[src/sv/fpr_pkg.sv]
package fpr_pkg;

    localparam int MAX_PAGES    = 16;
    localparam int MAX_FRAMES   = 8;
    localparam int TOTAL_FRAMES = 512;

    localparam int PAGE_W  = $clog2(MAX_PAGES);
    localparam int FRAME_W = $clog2(TOTAL_FRAMES);
    localparam int FIU_W   = 4;
    localparam int CFG_W   = FRAME_W;
    localparam int IDX_W   = 1;

    localparam logic [FIU_W-1:0]   FRAMES_IN_USE_RESET = FIU_W'(3);
    localparam logic [FRAME_W-1:0] FIRST_FRAME_RESET   = FRAME_W'(2);

    localparam logic [IDX_W-1:0] REG_FRAMES_IN_USE = 1'b0;
    localparam logic [IDX_W-1:0] REG_FIRST_FRAME   = 1'b1;

    typedef struct packed {
        logic accept;
        logic hit_out;
        logic free_commit;
        logic evict_read;
        logic evict_commit;
    } t_cmd;

    typedef struct packed {
        logic resident;
        logic room;
        logic out_free;
    } t_sts;

endpackage

[src/sv/fpr_ctrl.sv]
module fpr_ctrl (
    input  logic          i_clk,
    input  logic          i_rst_n,
    input  logic          i_in_valid,
    output logic          o_in_ready,
    input  fpr_pkg::t_sts i_sts,
    output fpr_pkg::t_cmd o_cmd
);

    typedef enum logic [2:0] {
        S_IDLE  = 3'b001,
        S_LOOK  = 3'b010,
        S_EVICT = 3'b100
    } t_state;

    t_state r_state;
    t_state n_state;

    always_comb begin
        n_state = r_state;
        o_cmd   = '0;
        unique case (r_state)
            S_IDLE: begin
                if (i_in_valid) begin
                    o_cmd.accept = 1'b1;
                    n_state      = S_LOOK;
                end
            end
            S_LOOK: begin
                if (i_sts.resident) begin
                    if (i_sts.out_free) begin
                        o_cmd.hit_out = 1'b1;
                        n_state       = S_IDLE;
                    end
                end else if (i_sts.room) begin
                    if (i_sts.out_free) begin
                        o_cmd.free_commit = 1'b1;
                        n_state           = S_IDLE;
                    end
                end else begin
                    o_cmd.evict_read = 1'b1;
                    n_state          = S_EVICT;
                end
            end
            S_EVICT: begin
                if (i_sts.out_free) begin
                    o_cmd.evict_commit = 1'b1;
                    n_state            = S_IDLE;
                end
            end
            default: n_state = S_IDLE;
        endcase
    end

    assign o_in_ready = (r_state == S_IDLE);

    always_ff @(posedge i_clk) begin
        if (!i_rst_n) begin
            r_state <= S_IDLE;
        end else begin
            r_state <= n_state;
        end
    end

endmodule

[src/sv/fpr_dp.sv]
module fpr_dp #(
    parameter int MAX_FRAMES = fpr_pkg::MAX_FRAMES
) (
    input  logic                         i_clk,
    input  logic                         i_rst_n,
    input  fpr_pkg::t_cmd                i_cmd,
    output fpr_pkg::t_sts                o_sts,
    input  logic                         i_cfg_we,
    input  logic [fpr_pkg::IDX_W-1:0]    i_cfg_idx,
    input  logic [fpr_pkg::CFG_W-1:0]    i_cfg_data,
    input  logic [fpr_pkg::PAGE_W-1:0]   i_page,
    output logic                         o_out_valid,
    input  logic                         i_out_ready,
    output logic                         o_hit,
    output logic [fpr_pkg::FRAME_W-1:0]  o_frame,
    output logic                         o_evicted,
    output logic [fpr_pkg::PAGE_W-1:0]   o_evicted_page
);

    localparam int PAGE_W  = fpr_pkg::PAGE_W;
    localparam int FRAME_W = fpr_pkg::FRAME_W;
    localparam int FIU_W   = fpr_pkg::FIU_W;
    localparam int CNT_W   = $clog2(MAX_FRAMES + 1);
    localparam int FI_W    = (MAX_FRAMES > 1) ? $clog2(MAX_FRAMES) : 1;
    localparam int GW      = (CNT_W > FIU_W) ? CNT_W : FIU_W;
    localparam int SW      = CNT_W + 1;

    logic [FIU_W-1:0]   r_fiu;
    logic [FRAME_W-1:0] r_first;

    logic [PAGE_W-1:0]          r_page;
    logic [PAGE_W-1:0]          r_victim;
    logic [fpr_pkg::MAX_PAGES-1:0] r_resident;
    logic [CNT_W-1:0]           r_count;
    logic [FI_W-1:0]            r_head;
    logic [FI_W-1:0]            n_head;

    logic [FRAME_W-1:0] m_pf [fpr_pkg::MAX_PAGES];
    logic [FRAME_W-1:0] r_pf_q;
    logic [PAGE_W-1:0]  m_fifo [MAX_FRAMES];
    logic [PAGE_W-1:0]  r_fifo_q;

    logic               r_o_valid;
    logic               n_o_valid;
    logic               w_load;
    logic [GW-1:0]      w_grant;
    logic [SW-1:0]      w_tail_sum;
    logic [FI_W-1:0]    w_tail;
    logic [FRAME_W:0]   w_free_sum;
    logic               w_pf_we;
    logic               w_pf_re;
    logic [PAGE_W-1:0]  w_pf_addr;
    logic [FRAME_W-1:0] w_pf_wd;
    logic               w_push;

    always_ff @(posedge i_clk) begin
        if (!i_rst_n) begin
            r_fiu   <= fpr_pkg::FRAMES_IN_USE_RESET;
            r_first <= fpr_pkg::FIRST_FRAME_RESET;
        end else if (i_cfg_we) begin
            unique case (i_cfg_idx)
                fpr_pkg::REG_FRAMES_IN_USE: r_fiu   <= i_cfg_data[FIU_W-1:0];
                fpr_pkg::REG_FIRST_FRAME:   r_first <= i_cfg_data[FRAME_W-1:0];
                default: ;
            endcase
        end
    end

    always_comb begin
        w_grant = GW'(r_fiu);
        if (r_fiu == '0) w_grant = GW'(1);
        if (w_grant > GW'(MAX_FRAMES)) w_grant = GW'(MAX_FRAMES);
    end

    assign w_tail_sum = SW'(r_head) + SW'(r_count);
    assign w_tail     = (w_tail_sum >= SW'(MAX_FRAMES))
                        ? FI_W'(w_tail_sum - SW'(MAX_FRAMES)) : FI_W'(w_tail_sum);
    assign n_head     = (r_head == FI_W'(MAX_FRAMES - 1)) ? '0 : r_head + 1'b1;
    assign w_free_sum = (FRAME_W + 1)'(r_first) + (FRAME_W + 1)'(r_count);

    assign w_push    = i_cmd.free_commit | i_cmd.evict_commit;
    assign w_pf_we   = w_push;
    assign w_pf_re   = i_cmd.accept | i_cmd.evict_read;
    assign w_pf_wd   = i_cmd.evict_commit ? r_pf_q : w_free_sum[FRAME_W-1:0];
    assign w_pf_addr = i_cmd.evict_read ? r_fifo_q : (w_pf_we ? r_page : i_page);

    always_ff @(posedge i_clk) begin
        if (w_pf_we) begin
            m_pf[w_pf_addr] <= w_pf_wd;
        end else if (w_pf_re) begin
            r_pf_q <= m_pf[w_pf_addr];
        end
    end

    always_ff @(posedge i_clk) begin
        if (w_push) begin
            m_fifo[w_tail] <= r_page;
        end
        r_fifo_q <= m_fifo[r_head];
    end

    always_ff @(posedge i_clk) begin
        if (i_cmd.accept) r_page <= i_page;
        if (i_cmd.evict_read) r_victim <= r_fifo_q;
    end

    always_ff @(posedge i_clk) begin
        if (!i_rst_n) begin
            r_resident <= '0;
            r_count    <= '0;
            r_head     <= '0;
        end else begin
            if (i_cmd.evict_read) r_resident[r_fifo_q] <= 1'b0;
            if (w_push) r_resident[r_page] <= 1'b1;
            if (i_cmd.free_commit) r_count <= r_count + 1'b1;
            if (i_cmd.evict_commit) r_head <= n_head;
        end
    end

    assign w_load    = i_cmd.hit_out | w_push;
    assign n_o_valid = w_load | (r_o_valid & ~i_out_ready);

    always_ff @(posedge i_clk) begin
        if (!i_rst_n) begin
            r_o_valid <= 1'b0;
        end else begin
            r_o_valid <= n_o_valid;
        end
    end

    always_ff @(posedge i_clk) begin
        if (w_load) begin
            o_hit          <= i_cmd.hit_out;
            o_evicted      <= i_cmd.evict_commit;
            o_evicted_page <= i_cmd.evict_commit ? r_victim : '0;
            o_frame        <= i_cmd.hit_out ? r_pf_q : w_pf_wd;
        end
    end

    assign o_out_valid    = r_o_valid;
    assign o_sts.resident = r_resident[r_page];
    assign o_sts.room     = GW'(r_count) < w_grant;
    assign o_sts.out_free = ~r_o_valid | i_out_ready;

endmodule

[src/sv/fifo_page_replacement.sv]
// FIFO page replacement for one task, one result item per referenced page.
// Each item is taken in the idle state; a hit or a free-frame fault registers its
// result from the lookup state, a replacement from the lookup and evict states.
// A new item is taken only once the last one is done; the single-port
// page-frame table takes one access per cycle. Output register decouples sides.
// Reset (synchronous, active low): no page resident, FIFO head and count zero,
// frames_in_use 3, first_frame 2; no clearing pass, items accepted at once.
module fifo_page_replacement #(
    parameter int MAX_FRAMES = fpr_pkg::MAX_FRAMES
) (
    input  logic                      i_clk,
    input  logic                      i_rst_n,
    input  logic                      i_cfg_we,
    input  logic [fpr_pkg::IDX_W-1:0] i_cfg_idx,
    input  logic [fpr_pkg::CFG_W-1:0] i_cfg_data,
    input  logic                      s_axis_tvalid,
    output logic                      s_axis_tready,
    input  logic [7:0]                s_axis_tdata,   // [3:0] page_number
    output logic                      m_axis_tvalid,
    input  logic                      m_axis_tready,
    output logic [15:0]               m_axis_tdata,   // [8:0] frame_number, [12:9] evicted_page
    output logic [1:0]                m_axis_tuser    // [0] hit, [1] evicted
);

    fpr_pkg::t_cmd w_cmd;
    fpr_pkg::t_sts w_sts;

    logic                        w_hit;
    logic                        w_evicted;
    logic [fpr_pkg::FRAME_W-1:0] w_frame;
    logic [fpr_pkg::PAGE_W-1:0]  w_evicted_page;

    fpr_ctrl u_ctrl (
        .i_clk      (i_clk),
        .i_rst_n    (i_rst_n),
        .i_in_valid (s_axis_tvalid),
        .o_in_ready (s_axis_tready),
        .i_sts      (w_sts),
        .o_cmd      (w_cmd)
    );

    fpr_dp #(
        .MAX_FRAMES (MAX_FRAMES)
    ) u_dp (
        .i_clk          (i_clk),
        .i_rst_n        (i_rst_n),
        .i_cmd          (w_cmd),
        .o_sts          (w_sts),
        .i_cfg_we       (i_cfg_we),
        .i_cfg_idx      (i_cfg_idx),
        .i_cfg_data     (i_cfg_data),
        .i_page         (s_axis_tdata[fpr_pkg::PAGE_W-1:0]),
        .o_out_valid    (m_axis_tvalid),
        .i_out_ready    (m_axis_tready),
        .o_hit          (w_hit),
        .o_frame        (w_frame),
        .o_evicted      (w_evicted),
        .o_evicted_page (w_evicted_page)
    );

    assign m_axis_tdata = {3'b000, w_evicted_page, w_frame};
    assign m_axis_tuser = {w_evicted, w_hit};

    a_no_overwrite: assert property (@(posedge i_clk) disable iff (!i_rst_n)
        (m_axis_tvalid && !m_axis_tready)
        |-> !(w_cmd.hit_out || w_cmd.free_commit || w_cmd.evict_commit))
        else $error("result loaded over an untaken item");

    a_idle_quiet: assert property (@(posedge i_clk) disable iff (!i_rst_n)
        s_axis_tready
        |-> !(w_cmd.hit_out || w_cmd.free_commit || w_cmd.evict_read || w_cmd.evict_commit))
        else $error("table command issued while taking items");

    a_evict_busy: assert property (@(posedge i_clk) disable iff (!i_rst_n)
        w_cmd.evict_read |=> !s_axis_tready)
        else $error("item taken during replacement");

    a_hit_no_evict: assert property (@(posedge i_clk) disable iff (!i_rst_n)
        (m_axis_tvalid && m_axis_tuser[0]) |-> !m_axis_tuser[1])
        else $error("hit reported with eviction");

endmodule

[config.mk]
export PLATFORM = sky130hd
export DESIGN_NAME = fifo_page_replacement
export DESIGN_NICKNAME = d
export VERILOG_FILES = /design/src/sv/fpr_pkg.sv /design/src/sv/fpr_ctrl.sv /design/src/sv/fpr_dp.sv /design/src/sv/fifo_page_replacement.sv
export SDC_FILE = /design/constraint.sdc
export NUM_CORES = 1
export LEC_CHECK = 0
export BUFFER_PORTS_ARGS = -buffer_cell sky130_fd_sc_hd__buf_2
export CAP_MARGIN = 20
export CORE_MARGIN = 2
export CORE_UTILIZATION = 60
export CTS_BUF_LIST = sky130_fd_sc_hd__clkbuf_8 sky130_fd_sc_hd__clkbuf_16
export DETAILED_ROUTE_END_ITERATION = 10
export PLACE_DENSITY = 0.78
export SYNTH_ARGS = -nofsm -noshare
export SYNTH_HDL_FRONTEND = slang
export SYNTH_SLANG_ARGS = --single-unit
[constraint.sdc]
create_clock -name i_clk -period 4.9 [get_ports i_clk]
set_input_delay 0.245 -clock i_clk [delete_from_list [all_inputs] [get_ports i_clk]]
set_output_delay 0.245 -clock i_clk [all_outputs]
set_load 0.01 [all_outputs]
==> metrics.cfg <==
[place]
dpl_cell_area_um2 = 11100
routabilityCongestion = 0.887
io_buffers = 35
place_hpwl_mm = 15.0
dpl_worst_slack_ns = 0.854

[layout]
num-fill-cells = 1108
area_delta_synth_final_pct = 12.8
final_nets = 880
drive_gt1_share_pct = 14.6
layout_common_cells = 208 x edfxtp_1, 145 x nand2_1, 76 x mux2i_1, 44 x nand3_1, 44 x dfxtp_1
antennaDiodeCount = 0
final_common_cell = edfxtp_1
fin_area_um2 = 12100

[clock_tree]
clock_path_buffers = 3
clock-sinks = 252
clockRootBuffer = clkbuf_16
clkTransAtPathRegs_ns = 0.06
cts_buffers = 26
htree_levels = 1
cts_tree = done
cts_hold_buf = 11
cts_setup_buffers = 0
cts_resized = 0
insertion_delay_ns = 0.53

[status]
outcome = complete, no violations

[setup_path]
end_kind = flop
r2r_start = u_dp.r_page[0]
reg2reg_slack_ns = 0.82
r2r_cells = 9
reg2reg_to = u_dp.m_pf[10][4]
start_kind = flop
arrival_ns = 4.24
crit_required_ns = 5.07
crit_type = reg -> reg
critPathMaxFanout = 17

[worst_hold_path]
hold_start = i_cfg_data[5]
min_to = u_dp.r_first[5]
hold_path_class = in -> reg
min_path_cells = 3

[timing]
max_clock_freq_ghz = 0.245
tightest_slew_ns = 1.05
timing.hold.ws_ns = 0.0202
slew_violations = 0
min_period_ns = 4.08
rsz0062_at_grt = false
hold_viol = 0
fin_crit_sh_pct = 83.2
setup_viol = 0
relSlewSlack_pct = 30.1
setup_tns_ns = 0
setup_slack_ns = 0.824
fin_skew_ns = 0.0183

[power_and_ir_drop]
powerDensity_nw_per_um2 = 374
ir_drop_mv = 0.283
leakage_nw = 4.57
p_total_mw = 4.51

[routing]
wl_per_cell_um = 21.3
antenna_left = 0
drc = 0
drt_iter0_drc = 695
postRouteWirelength_mm = 23.2
vias_per_cell = 6.05
drt_first_pass_iters = 7
vias = 6587

[grt]
grt_use_total_pct = 25.8
grt_first_pass_wirelength_mm = 36.1
grt_pass1_vias = 6465
overflow = 0
grt_max_degree = 73
antenna_found_initial = 0

[yosys]
synth_edf_count = 208
synth_cell_type_count = 51
synth.avg_cell_area_um2 = 13.6
syn_inst = 789
synth_seq_cells = 252
syn_area_um2 = 10700
synthFlopType = edfxtp_1
yosysSeqAreaShare_pct = 66.6
synth_warnings = 0
async_flop_share_pct = 0

[floorplan]
die_area_um2 = 18900
die-width_um = 138
io_pins = 43
start_util_pct = 61.7
core_region_area_um2 = 17400
die_y_um = 138
fp-row-count = 48

[job]
maxCapViolCount = 0

-- synthesized netlist by cell type (11+ instances only) --
library cell	number	area [um^2]
o21a_1	22	165
and2_1	23	144
nand2_1	145	544
buf_4	15	113
mux4_2	12	270
ha_1	11	138
inv_1	14	52.6
a21boi_0	17	128
mux2i_1	76	761
edfxtp_1	208	6250
buf_2	13	65.1
o21ai_0	15	75.1
nor2_1	11	41.3
dfxtp_1	44	881
nand4_1	11	68.8
nand3_1	44	220
-- state kept, by name (all words and copies together), names as in the netlist --
register / cells
u_ctrl.r_state: 3
u_dp.m_fifo: 32
u_dp.m_pf: 144
u_dp.o_evicted: 1
u_dp.o_evicted_page: 4
u_dp.o_frame: 9
u_dp.o_hit: 1
u_dp.o_out_valid: 1
u_dp.r_count: 4
u_dp.r_fifo_q: 4
u_dp.r_first: 9
u_dp.r_fiu: 4
u_dp.r_head: 3
u_dp.r_page: 4
u_dp.r_pf_q: 9
u_dp.r_resident: 16
u_dp.r_victim: 4
-- routing by layer --
layer / track usage, % / wire length (um) / share of wire [%]
met5: 0 / 0 / 0
met4: 9.39 / 821 / 3.5
met3: 4.34 / 1870 / 8.0
met2: 42.3 / 11300 / 49
met1: 35.0 / 9200 / 40
-- cell type report --
class	count	area, um^2	area share, %
clock inverters	21	164	1.36
clock buffers	27	676	5.59
flip-flops and latches	252	7130	59.0
well taps	225	282	2.33
repair buffers	64	433	3.58
inverters	16	60.1	0.497
multi-input cells	484	3340	27.6
-- worst max path at each step --
stage                         from          endpoint  slack (ns)  depth (start not counted)
floorplan           u_dp.r_page[0]   u_dp.m_pf[4][0]        1.79                         12
global placement    u_dp.r_page[0]  u_dp.m_pf[14][4]        0.90                          9
detailed placement  u_dp.r_page[0]  u_dp.m_pf[14][1]        0.85                          9
CTS                 u_dp.r_page[0]  u_dp.m_pf[14][2]        0.83                          9
global route        u_dp.r_page[0]   u_dp.m_pf[6][2]        0.56                          9
finish              u_dp.r_page[0]  u_dp.m_pf[10][4]        0.82                          9
-- critical path, stage by stage, from the launching register on --
cell and delay, ns:
edfxtp_1 0.77, mux4_2 0.59, mux2i_1 0.23, mux2i_1 0.18, o31ai_2 0.28, buf_4 0.23, nand2_1 0.12, o311a_1 0.36
a211oi_2 0.43, and2_1 0.52
-- cells by family (layout without fill, tap and decap cells) --
logic type / after synthesis / count (layout) / share of synthesized area [%]
and+or+nand+nor: 274 / 274 / 11.8
adders and majority gates: 13 / 13 / 1.66
DFF: 252 / 252 / 66.6
other: 1 / 3 / 0.0350
AOI/OAI and AO/OA: 84 / 84 / 5.63
buffers and inverters: 55 / 128 / 2.61
muxes: 98 / 98 / 10.7
xor gates and xnor gates: 12 / 12 / 0.982
-- stage by stage --
| stage | util (%) | instances |
|---|---|---|
| 6_report | 69.6 | 1089 |
| 5_1_grt | 69.6 | 1089 |
| 4_1_cts | 69.6 | 1088 |
| 3_3_place_gp | 64.0 | 1028 |
| 2_1_floorplan | - | 791 |
| 3_5_place_dp | 64.1 | 1029 |
-- where the power goes --
part           leakage (nW)  switching, mW  internal (mW)
combinational          1.82          0.147         0.0877
clock                 0.404          0.803           1.11
sequential             2.35         0.0281           2.34
Power figures use the tool's default switching activity.
